[src/design/rfm_pkg.sv]
package rfm_pkg;

    localparam int COORD_W   = 9;
    localparam int RADIUS_W  = 8;
    localparam int SIDE_W    = RADIUS_W + 2;
    localparam int SQ_W      = 19;
    localparam int ROOT_W    = 9;

    localparam int SQRT_STEPS      = 9;
    localparam int STEPS_PER_STAGE = 3;

    localparam logic [RADIUS_W-1:0] RADIUS_RESET = 8'd1;

    typedef struct packed {
        logic [SQ_W-1:0] rem;
        logic [SQ_W-1:0] root;
    } sqrt_state_t;

    // Test bit of restoring square root step i, counting from the top.
    function automatic logic [SQ_W-1:0] sqrt_bit(input int idx);
        return SQ_W'(1) << (2 * (SQRT_STEPS - 1 - idx));
    endfunction

    function automatic sqrt_state_t rfm_sqrt_step(input sqrt_state_t s,
                                                  input logic [SQ_W-1:0] bit_val);
        sqrt_state_t     r;
        logic [SQ_W-1:0] trial;
        trial = s.root + bit_val;
        if (s.rem >= trial)
        begin
            r.rem  = s.rem - trial;
            r.root = (s.root >> 1) + bit_val;
        end
        else
        begin
            r.rem  = s.rem;
            r.root = s.root >> 1;
        end
        return r;
    endfunction

endpackage

[src/design/radial_falloff_mask_pixel.sv]
// Radial falloff mask pixel: for a sprite of side 2*(radius+1), each input word
// carries a row and column; the block returns radius minus the floor distance
// from the sprite center (zero outside the circle), an in_sprite flag that
// clears for coordinates at or beyond the side, and the side itself. One word
// is accepted per clock while s_tready is high, and its result passes through
// seven register stages, the first loading at the accepting edge: a stage for
// the offsets, one for the two 9x9 squares, one for their sum, three for the
// nine-step square root (three steps per stage), and the output register that
// also forms the falloff value. Each stage holds on its own when the one after
// it is full, so bubbles collapse and a stalled output does not block new words
// until the pipe is full. The radius register is written through cfg_wr_en and
// cfg_wr_data: a write of zero is dropped and larger values clip at MAX_RADIUS.
// Write it only while no word is in flight.
module radial_falloff_mask_pixel #(
    parameter int MAX_RADIUS = 200
) (
    input  logic        clk,
    input  logic        rst_n,
    input  logic        cfg_wr_en,
    input  logic [7:0]  cfg_wr_data,
    input  logic        s_tvalid,
    output logic        s_tready,
    input  logic [23:0] s_tdata,   // [8:0] row_index, [17:9] col_index, zero pad
    output logic        m_tvalid,
    input  logic        m_tready,
    output logic [23:0] m_tdata,   // [7:0] alpha_value, [16:8] sprite_side, zero pad
    output logic        m_tuser    // [0] in_sprite
);
    import rfm_pkg::*;

    localparam int NS = 7;
    localparam logic [RADIUS_W-1:0] MAX_CLIP =
        (MAX_RADIUS > 255) ? 8'd255 : RADIUS_W'(MAX_RADIUS);

    // Radius register: drop zero writes, clip large ones.
    logic [RADIUS_W-1:0] radius_reg, radius_next;

    always_comb
    begin
        radius_next = radius_reg;
        if (cfg_wr_en && cfg_wr_data != '0)
        begin
            radius_next = (cfg_wr_data > MAX_CLIP) ? MAX_CLIP : cfg_wr_data;
        end
    end

    always_ff @(posedge clk or negedge rst_n)
    begin
        if (!rst_n)
            radius_reg <= RADIUS_RESET;
        else
            radius_reg <= radius_next;
    end

    // Sprite geometry from the current radius.
    logic [COORD_W-1:0] fix;
    logic [SIDE_W-1:0]  side;

    assign fix  = {1'b0, radius_reg} + COORD_W'(1);
    assign side = {fix, 1'b0};

    // Per-stage advance: a stage loads when it is empty or its successor loads.
    logic [NS-1:0] valid_reg, valid_next;
    logic [NS-1:0] en;

    always_comb
    begin
        en[NS-1] = !valid_reg[NS-1] || m_tready;
        for (int k = NS - 2; k >= 0; k--)
        begin
            en[k] = !valid_reg[k] || en[k+1];
        end
    end

    always_comb
    begin
        valid_next[0] = en[0] ? s_tvalid : valid_reg[0];
        for (int k = 1; k < NS; k++)
        begin
            if (en[k])
                valid_next[k] = valid_reg[k-1];
            else
                valid_next[k] = valid_reg[k];
        end
    end

    always_ff @(posedge clk or negedge rst_n)
    begin
        if (!rst_n)
            valid_reg <= '0;
        else
            valid_reg <= valid_next;
    end

    assign s_tready = en[0];

    // Stage 1: offset the coordinates to the center, flag the sprite bounds.
    logic [COORD_W-1:0] row_in, col_in;
    logic [COORD_W-1:0] dx_next, dy_next;
    logic               inside1_next;
    logic [COORD_W-1:0] dx1_reg, dy1_reg;
    logic               inside1_reg;

    assign row_in = s_tdata[8:0];
    assign col_in = s_tdata[17:9];

    always_comb
    begin
        inside1_next = ({1'b0, row_in} < side) && ({1'b0, col_in} < side);
        dx_next = (row_in >= fix) ? (row_in - fix) : (fix - row_in);
        dy_next = (col_in >= fix) ? (col_in - fix) : (fix - col_in);
    end

    always_ff @(posedge clk)
    begin
        if (en[0])
        begin
            dx1_reg     <= dx_next;
            dy1_reg     <= dy_next;
            inside1_reg <= inside1_next;
        end
    end

    // Stage 2: square both offsets.
    logic [2*COORD_W-1:0] dxsq2_reg, dysq2_reg;
    logic                 inside2_reg;

    always_ff @(posedge clk)
    begin
        if (en[1])
        begin
            dxsq2_reg   <= dx1_reg * dx1_reg;
            dysq2_reg   <= dy1_reg * dy1_reg;
            inside2_reg <= inside1_reg;
        end
    end

    // Stage 3: squared distance.
    logic [SQ_W-1:0] sum3_reg;
    logic            inside3_reg;

    always_ff @(posedge clk)
    begin
        if (en[2])
        begin
            sum3_reg    <= SQ_W'(dxsq2_reg) + SQ_W'(dysq2_reg);
            inside3_reg <= inside2_reg;
        end
    end

    // Stages 4 to 6: floor square root, three steps per stage.
    sqrt_state_t sq4_next, sq5_next, sq6_next;
    sqrt_state_t sq4_reg, sq5_reg, sq6_reg;
    logic        inside4_reg, inside5_reg, inside6_reg;

    always_comb
    begin
        sq4_next.rem  = sum3_reg;
        sq4_next.root = '0;
        for (int i = 0; i < STEPS_PER_STAGE; i++)
        begin
            sq4_next = rfm_sqrt_step(sq4_next, sqrt_bit(i));
        end
        sq5_next = sq4_reg;
        for (int i = 0; i < STEPS_PER_STAGE; i++)
        begin
            sq5_next = rfm_sqrt_step(sq5_next, sqrt_bit(STEPS_PER_STAGE + i));
        end
        sq6_next = sq5_reg;
        for (int i = 0; i < STEPS_PER_STAGE; i++)
        begin
            sq6_next = rfm_sqrt_step(sq6_next, sqrt_bit(2 * STEPS_PER_STAGE + i));
        end
    end

    always_ff @(posedge clk)
    begin
        if (en[3])
        begin
            sq4_reg     <= sq4_next;
            inside4_reg <= inside3_reg;
        end
        if (en[4])
        begin
            sq5_reg     <= sq5_next;
            inside5_reg <= inside4_reg;
        end
        if (en[5])
        begin
            sq6_reg     <= sq6_next;
            inside6_reg <= inside5_reg;
        end
    end

    // Stage 7: falloff value into the output register.
    logic [ROOT_W-1:0]   root_dist;
    logic [RADIUS_W-1:0] alpha_next;
    logic [RADIUS_W-1:0] alpha7_reg;
    logic                inside7_reg;

    assign root_dist = sq6_reg.root[ROOT_W-1:0];

    always_comb
    begin
        if (inside6_reg && root_dist <= {1'b0, radius_reg})
            alpha_next = radius_reg - root_dist[RADIUS_W-1:0];
        else
            alpha_next = '0;
    end

    always_ff @(posedge clk)
    begin
        if (en[6])
        begin
            alpha7_reg  <= alpha_next;
            inside7_reg <= inside6_reg;
        end
    end

    assign m_tvalid = valid_reg[NS-1];
    assign m_tdata  = {7'd0, side[COORD_W-1:0], alpha7_reg};
    assign m_tuser  = inside7_reg;

`ifndef SYNTH
    // Radius stays in its legal range.
    a_radius_range: assert property (@(posedge clk) disable iff (!rst_n)
        radius_reg != '0 && radius_reg <= MAX_CLIP)
        else $error("radius register out of range");

    // Nonzero falloff only inside the sprite.
    a_alpha_inside: assert property (@(posedge clk) disable iff (!rst_n)
        m_tvalid && m_tdata[7:0] != '0 |-> m_tuser)
        else $error("nonzero alpha outside sprite");

    // Falloff never exceeds the radius.
    a_alpha_max: assert property (@(posedge clk) disable iff (!rst_n)
        m_tvalid |-> m_tdata[7:0] <= radius_reg)
        else $error("alpha above radius");

    // A full pipe with a stalled output refuses new words.
    a_full_stall: assert property (@(posedge clk) disable iff (!rst_n)
        (&valid_reg) && !m_tready |-> !s_tready)
        else $error("input accepted into full stalled pipe");
`endif

endmodule
[config.mk]
export PLATFORM = sky130hd
export DESIGN_NAME = radial_falloff_mask_pixel
export DESIGN_NICKNAME = d
export VERILOG_FILES = /design/src/design/rfm_pkg.sv /design/src/design/radial_falloff_mask_pixel.sv
export SDC_FILE = /design/constraint.sdc
export NUM_CORES = 1
export LEC_CHECK = 0
export BUFFER_PORTS_ARGS = -buffer_cell sky130_fd_sc_hd__buf_2
export CORE_MARGIN = 2
export CORE_UTILIZATION = 54
export CTS_CLUSTER_DIAMETER = 200
export DETAILED_ROUTE_END_ITERATION = 10
export HOLD_SLACK_MARGIN = 0.08
export PLACE_DENSITY = 0.74
export SETUP_SLACK_MARGIN = 0.5
export SLEW_MARGIN = 20
export SYNTH_ARGS = -nofsm -noshare
export SYNTH_HDL_FRONTEND = slang
export SYNTH_SLANG_ARGS = --single-unit
[constraint.sdc]
create_clock -name clk -period 7.28 [get_ports clk]
set_input_delay 0.728 -clock clk [delete_from_list [all_inputs] [get_ports clk]]
set_output_delay 0.728 -clock clk [all_outputs]
set_load 0.05 [all_outputs]
==> results of run 1 <==
layer usage:
| metal | GRT usage | wire, um | share of wire | up-vias |
|---|---|---|---|---|
| li1 | - | - | - | 5440 |
| met1 | 0.276 | 13700 | 0.45 | 5287 |
| met2 | 0.397 | 15300 | 0.51 | 156 |
| met3 | 0.0262 | 715 | 0.024 | 42 |
| met4 | 0.0671 | 593 | 0.020 | 0 |
| met5 | 0 | 0 | 0 | - |
per-stage QoR:
step,hold slack [ns],util
2_1_floorplan,0.400,-
3_3_place_gp,0.401,0.571
3_5_place_dp,0.416,0.571
4_1_cts,0.176,0.594
5_1_grt,0.199,0.597
6_report,0.191,0.597
timing repair:
action,4_1_cts,5_1_grt
resized for setup,6,12
setup endpoints to repair,1,14
pin swaps,1,5
setup buffers,3,4
area by class of cell:
class                      instances  share of cell area
clock inverter                    15             0.00915
sequential                       157               0.281
clock buffer                      17              0.0257
multi-input combinational       1141               0.587
timing repair buffer              64              0.0219
tap                              378              0.0286
inverter                         206              0.0470
synth_stat cells, drive strengths merged, types with 7 or more instances:
master / count
xor2: 42
and2: 66
a22o: 7
nor2b: 28
mux2: 18
a21o: 14
or3: 9
o21ai: 74
or2: 12
nor4: 12
nor2: 87
dfrtp: 14
a21oi: 80
o21bai: 10
fa: 73
nor3: 30
o211ai: 10
edfxtp: 142
inv: 206
and3: 13
clkbuf: 14
o21a: 15
xnor2: 76
o22ai: 8
nand2: 85
a21boi: 9
buf: 17
a211oi: 10
nand2b: 23
nand4: 14
nand3: 18
ha: 199
mux2i: 21
worst max-delay path by stage:
| stage | startpoint | to | slack [ns] | depth (start not counted) |
|---|---|---|---|---|
| 2_1_floorplan | sq5_reg[6] | root_dist[0] | 0.70 | 28 |
| 3_3_place_gp | sq5_reg[6] | root_dist[0] | 0.27 | 26 |
| 3_5_place_dp | sq5_reg[7] | root_dist[0] | 0.23 | 26 |
| 4_1_cts | sq5_reg[7] | root_dist[0] | 0.51 | 27 |
| 5_1_grt | sq5_reg[6] | root_dist[0] | 0.48 | 27 |
| 6_report | sq5_reg[6] | root_dist[0] | 0.76 | 27 |
cell families (layout without fill, tap and decap cells):
| kind of cell | count (synthesis) | after routing | synth area share |
|---|---|---|---|
| AND/OR/NAND/NOR | 412 | 412 | 0.144 |
| AO/OA/AOI/OAI | 292 | 292 | 0.132 |
| multiplexers | 39 | 39 | 0.0272 |
| adder cells (fa/ha/maj) | 272 | 272 | 0.260 |
| flip-flops | 157 | 157 | 0.306 |
| buffers and inverters | 237 | 302 | 0.0619 |
| XOR/XNOR | 118 | 118 | 0.0681 |
| other | 1 | 8 | 0.000247 |
critical path: cells and delay by family (launching register included):
kind | cells | cell delay [ns]
adders and majority gates | 3 | 0.78
and+or+nand+nor | 9 | 1.99
AOI/OAI and AO/OA | 10 | 2.04
muxes | 2 | 0.71
DFF | 1 | 0.36
buffers and inverters | 3 | 0.38
==> impl_metrics.py, run 1 <==
metrics = {
    "critical_path": {
        "worstPathArrival_ns": 6.69,
        "r2r_cells": 27,
        "worstPathMaxFanout": 6,
        "r2r_slack_ns": 0.76,
        "cp-start-kind": "register",
        "critical_path_class": "register to register",
        "end_kind": "register",
        "r2r-end": "root_dist[0]",
        "required_ns": 7.45,
        "r2r-start": "sq5_reg[6]",
        "cp_slowest_cell": "or4_4",
        "slowest_delay_ns": 0.52,
    },
    "sta": {
        "fin_ws_ns": 0.762,
        "grt_setup_unrepaired": "yes",
        "tns_ns": 0,
        "setup_viol": 0,
        "slew_violations": 0,
        "final_hold_viol_count": 0,
        "tightest_slew_ns": 0.867,
        "slew_headroom": 0.421,
        "post-route-period-util": 0.895,
        "skew_ns": 0.0141,
        "fin_crit_ns": 6.52,
        "clock.fmax_mhz": 153,
    },
    "floorplan": {
        "die_height_um": 172,
        "core-area_sq_mm": 0.0277,
        "io_pins": 64,
        "die_w_um": 172,
        "num_rows": 61,
        "start_util": 0.548,
        "die_area_sq_mm": 0.0295,
    },
    "route": {
        "first_pass_iters": 7,
        "num_vias": 10925,
        "ant_nets": 0,
        "first_iter_violations": 645,
        "drcViolationCount": 0,
        "wire_per_inst_um": 15.3,
        "viasPerCell": 5.52,
        "drt_wl_total_mm": 30.3,
    },
    "final_layout": {
        "antennaDiodeCount": 0,
        "nNetsFinal": 1896,
        "largest_reg_flops": 25,
        "final_common_cell": "inv_1",
        "area_growth_pct": 9.00,
        "multi_input_area_sq_mm": 0.00971,
        "final_cell_mix": "204 x inv_1, 197 x ha_1, 142 x edfxtp_1",
        "fin_area_sq_mm": 0.0165,
        "ff_latch_area_sq_mm": 0.00464,
        "final_cell_count_no_fill": 1978,
        "layout-drive-gt1-share": 0.105,
        "nFillCells": 2322,
    },
    "synthesis": {
        "synth_ff_type": "edfxtp_1",
        "synth_edf_count": 142,
        "ys_ff_latch": 157,
        "ys_warn_count": 0,
        "async_flop_share": 0.0955,
        "postSynthCellCount": 1528,
        "synth-seq-area-share": 0.306,
        "synth.distinct_cells": 90,
        "synth.area.top_cells": "edfxtp_1 28%, ha_1 16%, fa_1 9.6%",
        "yosys.area.top_type": "edfxtp_1",
        "avgSynthCellArea_sq_um": 9.93,
        "netlist.area_leader.share": 0.281,
        "syn_area_sq_mm": 0.0152,
    },
    "global_routing": {
        "grt_max_degree": 37,
        "grt_first_pass_wirelength_mm": 52.4,
        "grt_pass1_vias": 11311,
        "grt.total_usage": 0.220,
        "antenna_found_initial": 0,
        "grt_overflow": 0,
    },
    "clock_network": {
        "clock_path_buffers": 2,
        "numCtsBuffers": 17,
        "clock_latency_ns": 0.43,
        "h-tree-depth": 4,
        "clk_transition_reported_paths_ns": 0.08,
        "clock_sinks": 157,
        "tritoncts": "built",
        "clk_root_buffer_cell": "clkbuf_16",
        "postCtsHoldBufs": 0,
    },
    "placement": {
        "port_buffers": 49,
        "place_area_sq_mm": 0.0158,
        "pre_cts_slack_ns": 0.229,
        "dp_hpwl_mm": 24.4,
        "placed_cells": 1939,
        "place.gp.congestion": 0.918,
    },
    "job": {
        "drv_cap": 0,
    },
    "outcome": {
        "outcome": "complete, no violations",
    },
    "worst_hold_path": {
        "min_path_type": "input port to async pin",
    },
}
Power of run 1 is not shown: default switching activity piles up to over one toggle a cycle in this logic, so the estimate is an artifact.
==> inputs of run 2 (changes only) <==
--- a/config.mk
+++ b/config.mk
@@ -5,13 +5,14 @@
 export SDC_FILE = /design/constraint.sdc
 export NUM_CORES = 1
 export LEC_CHECK = 0
-export BUFFER_PORTS_ARGS = -buffer_cell sky130_fd_sc_hd__buf_2
 export CORE_MARGIN = 2
 export CORE_UTILIZATION = 54
 export CTS_CLUSTER_DIAMETER = 200
 export DETAILED_ROUTE_END_ITERATION = 10
+export DONT_BUFFER_PORTS = 1
+export GPL_ROUTABILITY_DRIVEN = 0
 export HOLD_SLACK_MARGIN = 0.08
-export PLACE_DENSITY = 0.74
+export PLACE_DENSITY = 0.72
 export SETUP_SLACK_MARGIN = 0.5
 export SLEW_MARGIN = 20
 export SYNTH_ARGS = -nofsm -noshare
==> run 2 against run 1 <==
Compared with the run above:
- utilization is 0.75 points lower
- flip-flop and latch count stayed put
- via count is 1.3% lower
==> impl_metrics.py, run 2 (synthesis gave the netlist of run 1 again) <==
metrics = {
    "sta": {
        "fin_crit_ns": 6.53,
        "tns_ns": 0,
        "hold_ws_ns": 0.144,
        "setup_viol": 0,
        "final_hold_viol_count": 0,
        "grt_setup_unrepaired": "yes",
        "tightest_slew_ns": 0.993,
        "clock.fmax_mhz": 153,
        "post-route-period-util": 0.896,
        "slew_headroom": 0.335,
        "skew_ns": 0.0157,
        "slew_violations": 0,
    },
    "critical_path": {
        "end_kind": "register",
        "critical_path_depth": 27,
        "r2r_cells": 27,
        "path_delay_family": "compound AO/OA/AOI/OAI gates",
        "slowest_delay_ns": 0.49,
        "worstPathArrival_ns": 6.70,
        "cp-start-kind": "register",
        "path_buf_inv": 3,
        "worst_path_most_repeated_cell": "a21oi_1",
        "critical_path_class": "register to register",
        "worstPathMaxFanout": 17,
        "cp_slowest_cell": "or4_1",
        "required_ns": 7.45,
    },
    "clock_network": {
        "numCtsBuffers": 17,
        "clk_root_buffer_cell": "clkbuf_16",
        "tritoncts": "built",
        "clock_latency_ns": 0.42,
        "clock_path_buffers": 2,
        "h-tree-depth": 4,
        "clk_transition_reported_paths_ns": 0.07,
        "clock_sinks": 157,
    },
    "route": {
        "wire_per_inst_um": 15.4,
        "num_vias": 10778,
        "drt_wl_total_mm": 29.8,
        "first_iter_violations": 708,
        "drcViolationCount": 0,
        "first_pass_iters": 5,
        "viasPerCell": 5.57,
        "ant_nets": 0,
    },
    "floorplan": {
        "core-area_sq_mm": 0.0277,
        "die_height_um": 172,
        "die_w_um": 172,
        "die_area_sq_mm": 0.0295,
        "start_util": 0.548,
        "io_pins": 64,
        "num_rows": 61,
    },
    "global_routing": {
        "antenna_found_initial": 0,
        "grt.total_usage": 0.213,
        "grt_pass1_vias": 10825,
        "grt_max_degree": 37,
        "grt_overflow": 0,
        "grt_first_pass_wirelength_mm": 50.5,
    },
    "final_layout": {
        "largest_reg_flops": 25,
        "area_growth_pct": 7.63,
        "nNetsFinal": 1854,
        "final_common_cell": "inv_1",
        "antennaDiodeCount": 0,
        "nFillCells": 2325,
        "layout-drive-gt1-share": 0.0770,
        "final_cell_mix": "204 x inv_1, 198 x ha_1, 142 x edfxtp_1",
    },
    "placement": {
        "port_buffers": 0,
        "dp_hpwl_mm": 23.9,
    },
    "job": {
        "drv_cap": 0,
    },
    "worst_hold_path": {
        "min_path_type": "input port to async pin",
    },
    "outcome": {
        "outcome": "complete, no violations",
    },
}
==> run 2: changes by cell type in the layout (fill, tap and decap cells not counted), moves of 2 or more <==
| cell | change |
|---|---|
| clkbuf_1 | +2 |
| xnor2_2 | +2 |
| a21oi_1 | +2 |
| a2111oi_2 | +2 |
| buf_2 | -49 |
| clkinvlp_4 | -2 |
| buf_4 | +6 |
| inv_8 | -2 |
| a21oi_2 | -2 |
| inv_6 | +4 |
| xnor2_1 | -2 |
==> run 2: what timing repair did <==
| item | CTS | global route |
|---|---|---|
| gates resized for setup | 3 | 9 |
| setup endpoints to repair | 1 | 12 |
| buffers inserted | 0 | 9 |
| hold buffers | 1 | 0 |
| pin swaps | 1 | 2 |
| hold endpoints to repair | 14 | 0 |
| cloned | 0 | 0 |
==> run 2: worst paths after layout <==
check                       startpoint            end  slack [ns]
hold / removal                   rst_n  radius_reg[0]        0.14
hold reg to reg            inside1_reg    inside2_reg        0.42
setup / recovery            sq5_reg[6]   root_dist[0]        0.75
min in group clk           inside1_reg    inside2_reg        0.42
setup reg to reg            sq5_reg[6]   root_dist[0]        0.75
max in group asynchronous        rst_n   valid_reg[4]        6.11
==> run 2: layout make-up <==
cell class              instances  area, sq um  share of cell area
clock buffers                  19          433              0.0265
well taps                     378          473              0.0290
flip-flops and latches        157         4640               0.284
repair buffers                 22          171              0.0105
clock inverters                13          144             0.00881
inverters                     206          783              0.0480
multi-input cells            1141         9690               0.593
==> run 2: metrics by stage <==
stage	area [sq um]	setup slack, ns	util	std cells
after floorplan	15200	0.701	-	1535
after global placement	15600	0.473	0.564	1894
after detailed placement	15600	0.329	0.564	1894
after CTS	16200	0.516	0.586	1927
after global routing	16300	0.416	0.589	1936
final	16300	0.755	0.589	1936
==> run 2: per-layer routing <==
layer	track usage	vias up	share of wire
met3	0.0315	29	0.027
li1	-	5331	-
met1	0.265	5266	0.45
met5	0	-	0
met2	0.387	152	0.50
met4	0.0527	0	0.015
Power of run 2 is left out for the same reason.
==> inputs of run 3 (changes only) <==
--- a/config.mk
+++ b/config.mk
@@ -12,7 +12,7 @@
 export DONT_BUFFER_PORTS = 1
 export GPL_ROUTABILITY_DRIVEN = 0
 export HOLD_SLACK_MARGIN = 0.08
-export PLACE_DENSITY = 0.72
+export PLACE_DENSITY = 0.69
 export SETUP_SLACK_MARGIN = 0.5
 export SLEW_MARGIN = 20
 export SYNTH_ARGS = -nofsm -noshare
==> run 3 against run 2 <==
Compared with the run above:
- sequential share of layout area is 0.21 points lower
- largest cell class unchanged
- count of clock-buffer cells in the layout is 2 lower
- highest routed layer unchanged
- fmax is 1.0% higher
- design area is 0.75% higher
- utilization is 0.44 points higher
==> impl_metrics.py, run 3 (synthesis gave the netlist of run 1 again) <==
metrics = {
    "outcome": {
        "outcome": "complete, no violations",
    },
    "clock_network": {
        "clock_path_buffers": 2,
        "clk_root_buffer_cell": "clkbuf_16",
        "numCtsBuffers": 17,
        "clock_sinks": 157,
        "clk_transition_reported_paths_ns": 0.08,
        "clock_latency_ns": 0.44,
        "h-tree-depth": 4,
        "tritoncts": "built",
    },
    "critical_path": {
        "worstPathArrival_ns": 6.65,
        "path_delay_family": "simple AND/OR/NAND/NOR gates",
        "slowest_delay_ns": 0.51,
        "cp_slowest_cell": "or4_4",
        "r2r_cells": 27,
        "critical_path_depth": 27,
        "r2r-end": "root_dist[0]",
        "required_ns": 7.47,
        "end_kind": "register",
        "critical_path_class": "register to register",
        "path_buf_inv": 3,
        "worstPathMaxFanout": 17,
        "cp-start-kind": "register",
        "r2r_slack_ns": 0.82,
        "r2r-start": "sq5_reg[6]",
    },
    "final_layout": {
        "antennaDiodeCount": 0,
        "utilization": 0.594,
        "largest_reg_flops": 25,
        "final_cell_count_no_fill": 1938,
        "area_growth_pct": 8.43,
        "final_cell_mix": "204 x inv_1, 198 x ha_1, 142 x edfxtp_1",
        "final_common_cell": "inv_1",
        "nNetsFinal": 1856,
        "layout-drive-gt1-share": 0.0833,
    },
    "sta": {
        "clock.fmax_mhz": 155,
        "fin_ws_ns": 0.821,
        "tns_ns": 0,
        "slew_headroom": 0.320,
        "skew_ns": 0.0161,
        "tightest_slew_ns": 1.01,
        "final_hold_viol_count": 0,
        "post-route-period-util": 0.887,
        "grt_setup_unrepaired": "yes",
        "setup_viol": 0,
        "fin_crit_ns": 6.46,
        "slew_violations": 0,
    },
    "placement": {
        "port_buffers": 0,
        "placed_cells": 1894,
        "pre_cts_slack_ns": 0.304,
        "dp_hpwl_mm": 24.3,
    },
    "route": {
        "top_layer": "met4",
        "ant_nets": 0,
        "drcViolationCount": 0,
        "first_pass_iters": 5,
        "wl_met3_um": 718,
        "first_iter_violations": 564,
        "wl_met1_mm": 13.8,
        "wire_per_inst_um": 15.7,
        "routed-wl-met2_mm": 15.6,
        "drt_wl_total_mm": 30.5,
        "viasPerCell": 5.53,
        "num_vias": 10721,
    },
    "global_routing": {
        "grt_max_degree": 37,
        "grt_first_pass_wirelength_mm": 51.3,
        "grt_overflow": 0,
        "grt.total_usage": 0.219,
        "antenna_found_initial": 0,
        "grt_pass1_vias": 10786,
    },
    "floorplan": {
        "start_util": 0.548,
        "num_rows": 61,
        "die_height_um": 172,
        "die_area_sq_mm": 0.0295,
        "io_pins": 64,
        "core-area_sq_mm": 0.0277,
        "die_w_um": 172,
    },
    "worst_hold_path": {
        "min_path_type": "input port to async pin",
    },
    "job": {
        "drv_cap": 0,
    },
}
run 3: cell count changes in the layout (fill, tap and decap cells not counted), sizes merged:
cell      change
clkinv        +3
buf           +2
clkbuf        -2
inv           -2
clkinvlp      +1
run 3: final cells by class:
| class | count | area (sq um) |
|---|---|---|
| clock buffer | 17 | 425 |
| clock inverter | 15 | 199 |
| fill | 2360 | 11300 |
| inverter | 206 | 783 |
| multi-input combinational | 1141 | 9740 |
| sequential | 157 | 4640 |
| tap | 378 | 473 |
| timing repair buffer | 24 | 195 |
run 3: stage by stage:
stage                     hold slack, ns  instance area [sq um]
after floorplan                    0.400                  15200
after global placement             0.401                  15600
after detailed placement           0.405                  15600
after CTS                          0.112                  16300
after global routing               0.106                  16500
final                              0.127                  16500
run 3: timing repair:
action                                  CTS  global route
buffers inserted                          4             7
endpoints found under the setup margin    1            14
hold buffers                              1             0
gates resized for setup                   4            16
endpoints found under the hold margin    14             0
pin swaps                                 2             5
run 3: routing by layer:
layer | global-route usage | up-vias
li1 | - | 5338
met2 | 0.392 | 149
met1 | 0.278 | 5200
met5 | 0 | -
met3 | 0.0290 | 34
met4 | 0.0556 | 0
run 3: worst max path at each step:
stage,start,end,slack (ns)
global route,sq5_reg[7],root_dist[0],0.42
global placement,sq5_reg[6],root_dist[0],0.39
detailed placement,sq5_reg[6],root_dist[0],0.30
CTS,sq5_reg[6],root_dist[0],0.55
floorplan,sq5_reg[6],root_dist[0],0.70
finish,sq5_reg[6],root_dist[0],0.82
Power of run 3 is left out for the same reason.
